===== src/rtl/uesf_pkg.sv =====
// shared types and constants for the ultrasonic echo scheduler filter
// no dependencies; imported by the core, by both checkers and by the test
`default_nettype none

package uesf_pkg;

	// request codes
	localparam logic [1:0] REQ_ADVANCE = 2'd0;
	localparam logic [1:0] REQ_PING    = 2'd1;
	localparam logic [1:0] REQ_ECHO    = 2'd2;

	// configuration register indexes
	localparam logic [1:0] REG_ECHO_MIN     = 2'd0;
	localparam logic [1:0] REG_ECHO_MAX     = 2'd1;
	localparam logic [1:0] REG_INVALID_HOLD = 2'd2;
	localparam logic [1:0] REG_ENABLE_MASK  = 2'd3;

	// configuration reset values
	localparam logic [15:0] ECHO_MIN_RST     = 16'd150;
	localparam logic [15:0] ECHO_MAX_RST     = 16'd30000;
	localparam logic [7:0]  INVALID_HOLD_RST = 8'd3;
	localparam logic [9:0]  ENABLE_MASK_RST  = 10'h3ff;

	localparam int unsigned ENABLE_BITS = 10;
	localparam logic [7:0]  COUNT_SAT   = 8'hff;
	localparam logic [1:0]  HIST_DEPTH  = 2'd3;

	// one sensor's filter state, one memory word
	typedef struct packed {
		logic [15:0] filt;
		logic [15:0] h2;
		logic [15:0] h1;
		logic [15:0] h0;
		logic [1:0]  cnt;
		logic [1:0]  head;
		logic [7:0]  inv;
	} sens_entry_t;

	localparam sens_entry_t ENTRY_RST = '{
		filt: ECHO_MAX_RST,
		h2:   ECHO_MAX_RST,
		h1:   ECHO_MAX_RST,
		h0:   ECHO_MAX_RST,
		cnt:  2'd0,
		head: 2'd0,
		inv:  8'd0
	};

endpackage

`default_nettype wire


===== src/rtl/ultrasonic_echo_scheduler_filter_core.sv =====
// ultrasonic echo scheduler with a per-sensor median-of-three filter bank
// a request passes through an address state, in which the state memory is read, and an
//   exec state, in which the entry is updated and written back; busy is high in both, and
//   no new request is taken until the block has returned to idle
// reset: arst_n resets the control and configuration registers and clears the entry valid
//   bits at once; an entry not yet written reads as its reset value, so no clearing pass is needed
// depends on uesf_pkg
`default_nettype none

module ultrasonic_echo_scheduler_filter_core
	import uesf_pkg::*;
#(
	parameter int NUM_SENSORS     = 10,
	parameter int SENSORS_PER_MUX = 8
) (
	input  wire logic        clk,
	input  wire logic        arst_n,
	input  wire logic        start,
	output logic             busy,
	input  wire logic [1:0]  req_type,
	input  wire logic [15:0] pulse_width,
	input  wire logic        wr_en,
	input  wire logic [1:0]  wr_index,
	input  wire logic [15:0] wr_data,
	output logic             done,
	output logic [3:0]       sensor_index,
	output logic             mux_branch,
	output logic [2:0]       mux_channel,
	output logic [15:0]      filtered_width,
	output logic             sample_valid,
	output logic             filter_reset,
	output logic             none_enabled
);

	localparam int AW = (NUM_SENSORS > 1) ? $clog2(NUM_SENSORS) : 1;

	localparam logic [1:0] ST_IDLE = 2'd0;
	localparam logic [1:0] ST_ADDR = 2'd1;
	localparam logic [1:0] ST_EXEC = 2'd2;

	// per index: {branch bit, channel bits}
	function automatic logic [63:0] mux_tab();
		logic [63:0] t;
		t = '0;
		for (int j = 0; j < 16; j++) begin
			t[j*4 +: 4] = {1'((j / SENSORS_PER_MUX) % 2), 3'((j % SENSORS_PER_MUX) % 8)};
		end
		return t;
	endfunction

	localparam logic [63:0] MUX_TAB = mux_tab();

	function automatic logic [15:0] med3(logic [15:0] a, logic [15:0] b, logic [15:0] c);
		logic [15:0] lo;
		logic [15:0] hi;
		logic [15:0] m;
		lo = (a < b) ? a : b;
		hi = (a < b) ? b : a;
		m  = (hi < c) ? hi : c;
		return (lo > m) ? lo : m;
	endfunction

	logic [1:0]  state_q;
	logic [1:0]  req_q;
	logic [15:0] pw_q;
	logic [15:0] echo_min_q;
	logic [15:0] echo_max_q;
	logic [7:0]  hold_q;
	logic [9:0]  mask_q;
	logic [3:0]  sched_q;
	logic [3:0]  active_q;
	logic [3:0]  idx_q;
	logic        none_q;

	sens_entry_t mem [NUM_SENSORS];
	logic [NUM_SENSORS-1:0] vld_q;
	sens_entry_t rd_q;
	logic        rd_vld_q;

	logic [15:0] en16;
	logic        found;
	logic [3:0]  found_idx;
	logic [3:0]  idx_addr;

	sens_entry_t cur;
	sens_entry_t nxt;
	logic        is_invalid;
	logic        do_clear;
	logic        do_write;
	logic [7:0]  inv_inc;
	logic [1:0]  head_eff;
	logic [16:0] pair_sum;

	assign busy = (state_q != ST_IDLE);
	assign en16 = {6'd0, mask_q};

	// round-robin search for the next enabled sensor, nearest one wins
	always_comb begin
		logic [4:0] sum;
		found     = 1'b0;
		found_idx = sched_q;
		sum       = '0;
		for (int k = NUM_SENSORS; k >= 1; k--) begin
			sum = 5'(sched_q) + 5'(k);
			if (sum >= 5'(NUM_SENSORS))
				sum = sum - 5'(NUM_SENSORS);
			if (en16[sum[3:0]]) begin
				found     = 1'b1;
				found_idx = sum[3:0];
			end
		end
	end

	always_comb begin
		case (req_q)
			REQ_ADVANCE: idx_addr = found ? found_idx : sched_q;
			REQ_PING:    idx_addr = sched_q;
			default:     idx_addr = active_q;
		endcase
	end

	// filter update on the entry read back from memory
	always_comb begin
		cur        = rd_vld_q ? rd_q : ENTRY_RST;
		nxt        = cur;
		is_invalid = (pw_q <= echo_min_q) || (pw_q >= echo_max_q);
		inv_inc    = (cur.inv == COUNT_SAT) ? cur.inv : cur.inv + 8'd1;
		do_clear   = 1'b0;
		head_eff   = (cur.head >= HIST_DEPTH) ? 2'd0 : cur.head;
		pair_sum   = '0;
		if (is_invalid) begin
			nxt.inv = inv_inc;
			if (inv_inc > hold_q) begin
				do_clear = 1'b1;
				nxt.filt = echo_max_q;
				nxt.h0   = echo_max_q;
				nxt.h1   = echo_max_q;
				nxt.h2   = echo_max_q;
				nxt.cnt  = 2'd0;
				nxt.head = 2'd0;
			end
		end else begin
			nxt.inv = 8'd0;
			case (head_eff)
				2'd0:    nxt.h0 = pw_q;
				2'd1:    nxt.h1 = pw_q;
				default: nxt.h2 = pw_q;
			endcase
			nxt.head = (head_eff == 2'd2) ? 2'd0 : head_eff + 2'd1;
			nxt.cnt  = (cur.cnt < HIST_DEPTH) ? cur.cnt + 2'd1 : cur.cnt;
			pair_sum = 17'(nxt.h0) + 17'(nxt.h1);
			if (nxt.cnt == 2'd1)
				nxt.filt = nxt.h0;
			else if (nxt.cnt == 2'd2)
				nxt.filt = pair_sum[16:1];
			else
				nxt.filt = med3(nxt.h0, nxt.h1, nxt.h2);
		end
	end

	assign do_write = (state_q == ST_EXEC) && (req_q == REQ_ECHO);

	// state memory: registered read in the address state, written back in the exec state for echo requests
	always_ff @(posedge clk) begin
		if (state_q == ST_ADDR)
			rd_q <= mem[idx_addr[AW-1:0]];
		if (do_write)
			mem[idx_q[AW-1:0]] <= nxt;
	end

	always_ff @(posedge clk or negedge arst_n) begin
		if (!arst_n) begin
			vld_q    <= '0;
			rd_vld_q <= 1'b0;
		end else begin
			if (state_q == ST_ADDR)
				rd_vld_q <= vld_q[idx_addr[AW-1:0]];
			if (do_write)
				vld_q[idx_q[AW-1:0]] <= 1'b1;
		end
	end

	always_ff @(posedge clk or negedge arst_n) begin
		if (!arst_n) begin
			echo_min_q <= ECHO_MIN_RST;
			echo_max_q <= ECHO_MAX_RST;
			hold_q     <= INVALID_HOLD_RST;
			mask_q     <= ENABLE_MASK_RST;
		end else if (wr_en) begin
			unique case (wr_index)
				REG_ECHO_MIN:     echo_min_q <= wr_data;
				REG_ECHO_MAX:     echo_max_q <= wr_data;
				REG_INVALID_HOLD: hold_q     <= wr_data[7:0];
				REG_ENABLE_MASK:  mask_q     <= wr_data[9:0];
				default:          ;
			endcase
		end
	end

	always_ff @(posedge clk) begin
		if (state_q == ST_IDLE && start) begin
			req_q <= req_type;
			pw_q  <= pulse_width;
		end
	end

	always_ff @(posedge clk or negedge arst_n) begin
		if (!arst_n) begin
			state_q  <= ST_IDLE;
			sched_q  <= '0;
			active_q <= '0;
			idx_q    <= '0;
			none_q   <= 1'b0;
			done     <= 1'b0;
		end else begin
			done <= 1'b0;
			unique case (state_q)
				ST_IDLE: begin
					if (start)
						state_q <= ST_ADDR;
				end
				ST_ADDR: begin
					idx_q  <= idx_addr;
					none_q <= (req_q == REQ_ADVANCE) && !found;
					if (req_q == REQ_ADVANCE && found)
						sched_q <= found_idx;
					if (req_q == REQ_PING)
						active_q <= sched_q;
					state_q <= ST_EXEC;
				end
				ST_EXEC: begin
					done    <= 1'b1;
					state_q <= ST_IDLE;
				end
				default: state_q <= ST_IDLE;
			endcase
		end
	end

	// result beat registers
	always_ff @(posedge clk) begin
		if (state_q == ST_EXEC) begin
			sensor_index   <= idx_q;
			mux_branch     <= (req_q == REQ_PING) ? MUX_TAB[idx_q*4 + 3] : 1'b0;
			mux_channel    <= (req_q == REQ_PING) ? MUX_TAB[idx_q*4 +: 3] : 3'd0;
			filtered_width <= (req_q == REQ_ECHO) ? nxt.filt : cur.filt;
			sample_valid   <= (req_q == REQ_ECHO) && !is_invalid;
			filter_reset   <= (req_q == REQ_ECHO) && do_clear;
			none_enabled   <= none_q;
		end
	end

endmodule

`default_nettype wire


===== config.mk =====
export PLATFORM = sky130hd
export DESIGN_NAME = ultrasonic_echo_scheduler_filter_core
export DESIGN_NICKNAME = d
export VERILOG_FILES = /design/src/rtl/uesf_pkg.sv /design/src/rtl/ultrasonic_echo_scheduler_filter_core.sv
export SDC_FILE = /design/constraint.sdc
export NUM_CORES = 2
export LEC_CHECK = 0
export BUFFER_PORTS_ARGS = -buffer_cell sky130_fd_sc_hd__buf_2
export CORE_UTILIZATION = 45
export DETAILED_ROUTE_END_ITERATION = 12
export PLACE_DENSITY = 0.67
export SETUP_SLACK_MARGIN = 0.05
export SLEW_MARGIN = 5
export SYNTH_ARGS = -nofsm -noshare
export SYNTH_HDL_FRONTEND = slang
export SYNTH_SLANG_ARGS = --single-unit

===== constraint.sdc =====
create_clock -name clk -period 8.5 [get_ports clk]
set_input_delay 0 -clock clk [delete_from_list [all_inputs] [get_ports clk]]
set_output_delay 0 -clock clk [all_outputs]
set_load 0.005 [all_outputs]

# Word-level counts from Yosys, hierarchy flattened
# Memory sizes are Yosys's and may differ from the RTL's. A register that Yosys moved wholly into a read port is not among the register bits.
# Index checks and enable logic that the tools add are counted.
[totals]
inputBits = 40
romBits = 64
register_bits = 121
mem_count = 2
word_cells = 199
out_inout_bits = 29
mem_bits_rw = 760
[op_classes]
add_sub_neg = 25
reduce_logical = 23
n_shift = 1
eq_ne = 13
n_lt_le_gt_ge = 31
muxes = 83
bitwise = 1
[memory_table]
columns = ["name", "words", "word_bits", "rd", "rd_clocked_by_memory_dff", "wr", "line_no", "source"]
rows = [
  ["mem", 10, 76, 1, 1, 1, "ultrasonic_echo_scheduler_filter_core.sv:75", "sens_entry_t mem [NUM_SENSORS];"],
  ["(no name shown)", 64, 1, 1, 1, 0, "ultrasonic_echo_scheduler_filter_core.sv:244", "mux_branch <= (req_q == REQ_PING) ? MUX_TAB[idx_q*4 + 3] : 1'b0;"],
]
[ops]
columns = ["op", "n"]
rows = [
  ["two-way mux 16 bit", 13],
  ["two-way mux 76 bit", 2],
  ["two-way mux 4 bit", 21],
  ["two-way mux 68 bit", 1],
  ["variable part select 64 x 7 -> 3 bit (first input constant)", 1],
  ["less-than comparator 4 x 5 -> 1 bit (second input constant)", 12],
  ["greater-or-equal comparator 5 x 4 -> 1 bit (second input constant)", 10],
  ["binary-select mux 1 bit (select 4 bit)", 11],
  ["subtractor 4 bit (second input constant)", 10],
  ["less-than comparator 16 bit", 2],
  ["two-way mux 1 bit", 27],
  ["adder 4 x 3 -> 5 bit (second input constant)", 4],
  ["adder 16 x 16 -> 17 bit", 1],
  ["greater-or-equal comparator 16 bit", 1],
  ["> comparator 16 bit", 1],
  ["<= comparator 16 bit", 1],
  ["adder 4 x 4 -> 5 bit (second input constant)", 3],
  ["== test 2 bit (second input constant)", 6],
  ["AND reduction 2 bit", 6],
  ["adder 4 x 2 -> 5 bit (second input constant)", 2],
  ["== test 2 x 1 -> 1 bit (second input constant)", 5],
  ["OR 10 bit", 1],
  ["adder 8 x 1 -> 8 bit (second input constant)", 1],
  ["== test 8 bit (second input constant)", 1],
  ["19 further kinds", 34],
]

# Logic depth before layout (Yosys ltp)
[logic_depth]
ltp_word = 19
mapped_depth = 44
mapped_depth_nobuf = 37

# Worst setup path before layout
# No wires, ideal clock.
[synth_path]
path_kind = "reg2reg"
start = "register rd_q[9] (netlist name)"
end = "memory mem[0][73] (netlist bit), data pin"
path_stages_with_launch = 42
arrival_time_ns = 9.052
slack_ns = -0.836
synth_period_minus_slack_ns = 9.336
setup_time_ns = 0.284
t_required_ns = 8.216
n_path_buf = 6
cell_sequence = "edfxtp_1 buf_1 nor2b_1 o21ai_1 clkbuf_1 nor2_1 a21oi_1 inv_1 ha_1 nor4b_1 nand3_1 or2_2 o2111ai_1 clkbuf_1 mux2_2 ha_1 a21o_1 a21o_1 (+6 left out) clkbuf_1 clkbuf_1 nand2_1 o21ai_0 ha_1 a21o_1 a21o_1 a21o_1 a21oi_1 nor2b_1 o21ai_0 nand2_1 o21ai_0 clkbuf_1 nor2_1 a311oi_1 a31oi_1 o21ai_0"
[synth_lines]
columns = ["item", "line_no"]
rows = [
  ["to (decl)", "ultrasonic_echo_scheduler_filter_core.sv:75"],
]

==> results.py <==
metrics = {
    "status": {
        "status": "complete, no violations",
    },
    "timing": {
        "fmax_mhz": 122.8,
        "setup_ws_ns": 0.3561,
        "post-route-period-util": 0.9581,
        "fin_crit_ns": 8.144,
        "final_max_slew_viol_count": 0,
        "worst_hold_slack_ns": 0.03563,
        "rsz0062_at_grt": "no",
        "worstMarginPinSlew_ns": 1.324,
        "fin_worst_skew_ns": 0.04372,
        "slew_headroom": 0.1082,
        "setup_violations": 0,
        "finalHoldViolations": 0,
    },
    "finish": {
        "drive_gt1_frac": 0.1947,
        "n_antenna_cell": 0,
        "nets": 3807,
        "synthToLayoutAreaGrowth_pct": 14.78,
    },
    "clocking": {
        "clk_path_buf_depth": 3,
        "cts_sinks": 958,
        "cts_tree": "built",
        "root_buffer": "clkbuf_16",
        "worstSkewPairLatency_ns": 0.69,
        "cts_max_level": 3,
        "numCtsBuffers": 98,
        "clk_pin_slew_ns": 0.07,
    },
    "yosys": {
        "yosys-top-cells-count": "edfxtp_1 (881), nand2_1 (345), mux2i_1 (337)",
        "netlist_instances": 3459,
        "yosysMostFrequentCell": "edfxtp_1",
        "seq_area_frac_synth": 0.6142,
        "avgSynthCellArea_um2": 13.37,
        "synth_top_cell_area_share": 0.5720,
        "ys_ff_latch": 958,
        "syn_nets": 3620,
        "synthFlopType": "edfxtp_1",
        "synthesis.area_mm2": 0.04625,
        "synth-edff-count": 881,
        "yosys-top-cells-area": "edfxtp_1 (57%), mux2i_1 (7.3%), mux2_2 (3.7%), ha_1 (3.2%), dfrtp_1 (2.9%)",
        "synth_area_leader_cell": "edfxtp_1",
        "ys_warn_count": 0,
        "async_flop_share": 0.08038,
        "netlist-cell-type-count": 91,
    },
    "placement": {
        "place_ws_ns": -0.07482,
        "gp_congestion": 0.9942,
        "numPortBuffers": 68,
        "hpwl_mm": 82.47,
    },
    "floorplanning": {
        "die_w_um": 322.6,
        "initial_core_util": 0.4540,
        "fp-row-count": 117,
        "die_height_um": 322.6,
        "pin_count": 69,
        "dieArea_mm2": 0.1041,
        "core_mm2": 0.1019,
    },
    "critical_path": {
        "cp_slowest_stage_delay_ns": 0.43,
        "rrSetupSlack_ns": 0.36,
        "crit_type": "flip-flop to flip-flop",
        "end_kind": "flip-flop",
        "worstPathRequired_ns": 8.90,
        "start_kind": "flip-flop",
        "crit_top_cell": "a21o_1",
        "crit_arrival_ns": 8.55,
        "cp_max_fo": 35,
        "cpMaxStageDelayCell": "dfrtp_2",
    },
    "grt": {
        "overflow": 0,
        "grt_pass1_wl_mm": 191.3,
        "grtUsageTotal": 0.2482,
        "grt_max_degree": 97,
        "grt_pass1_vias": 28980,
        "grt_antenna_before_repair": 4,
    },
    "routing": {
        "remaining_drc_errors": 0,
        "final_antenna_net_count": 0,
        "num_vias": 30560,
        "avgViaCountPerCell": 5.998,
        "wire_per_inst_um": 25.72,
        "first_pass_iters": 6,
        "drtIter0Drc": 3323,
        "wl_mm": 131.1,
    },
    "worst_hold_path": {
        "hp-class": "input pin to flip-flop",
    },
    "run": {
        "maxCapViolations": 0,
    },
}
## worst max-delay path, delay by kind of cell, from the launching register on
| kind | cells | cell delay, ns |
|---|---|---|
| AO/OA/AOI/OAI | 21 | 3.73 |
| adder cells (fa/ha/maj) | 3 | 0.99 |
| AND/OR/NAND/NOR | 6 | 1.09 |
| buffers and inverters | 6 | 0.91 |
| flip-flops | 1 | 0.43 |
| multiplexers | 2 | 0.66 |
## path summary, 6_finish.rpt
check / startpoint / end / depth (start not counted)
max in group asynchronous: arst_n / rd_vld_q / 4
worst min-delay path: pulse_width[1] / pw_q[1] / 2
worst min register to register: none_q / none_enabled / 0
worst max register to register: rd_vld_q / mem[3][67] / 38
worst max-delay path: rd_vld_q / mem[3][67] / 38
min in group asynchronous: arst_n / echo_min_q[0] / 4
## layer usage
layer  GRT usage  routed length (um)  vias up
met3     0.04125               10900      202
met2      0.3961               60420     1328
met4     0.06635                3214        4
met1      0.3503               56510    15350
li1            -                   -    13680
met5           0                  27        -
## stage by stage
stage	utilization	cell area [um^2]	TNS (ns)	instances
finish	0.5211	53090	0	5096
global route	0.5211	53090	0	5096
CTS	0.5185	52820	0	5089
detailed placement	0.4805	48960	-0.7459	4854
global placement	0.4805	48960	0	4854
floorplan	-	46320	0	3459
## logic make-up after synthesis
kind of cell / share of synthesized area
multiplexers: 0.1167
adder cells (fa/ha/maj): 0.03289
buffers and inverters: 0.03043
AO/OA/AOI/OAI: 0.1251
XOR/XNOR: 0.006276
flip-flops: 0.6142
AND/OR/NAND/NOR: 0.07436
## cells in the final DEF, fill, tap and decap left out, types with 57 or more instances in the layout
cell type / instances
mux2i_1: 331
ha_1: 116
a21oi_1: 113
mux2_2: 150
clkbuf_16: 101
buf_2: 67
nand2_1: 344
a221oi_2: 57
a32o_1: 59
nor2_1: 149
inv_1: 128
edfxtp_1: 881
o21ai_0: 178
buf_4: 145
## cell type report
cell class / count / area [um^2]
fill: 8490 / 48800
sequential: 958 / 28410
multi-input combinational: 2171 / 16830
clock buffer: 121 / 2611
timing repair buffer: 284 / 2322
tap: 1368 / 1712
clock inverter: 61 / 700.7
inverter: 133 / 505.5
## what timing repair did
| item | in CTS | in global routing |
|---|---|---|
| gates resized for setup | 3 | 37 |
| cloned | 0 | 2 |
| setup buffers | 0 | 5 |
| hold buffers | 53 | 0 |
| endpoints found under the hold margin | 145 | 0 |
| pin swaps | 0 | 4 |
| endpoints found under the setup margin | 20 | 176 |
## sequential cells by signal, indices dropped and copies added, names as in the netlist, 2 cells and up
signal,cells
echo_max_q,16
mask_q,10
idx_q,4
pw_q,16
hold_q,8
req_q,2
filtered_width,16
mem,760
mux_channel,3
echo_min_q,16
active_q,4
sched_q,4
vld_q,10
state_q,2
rd_q,76
sensor_index,4
Power is not shown: default switching activity piles up to over one toggle a cycle in this logic, so the estimate is an artifact.
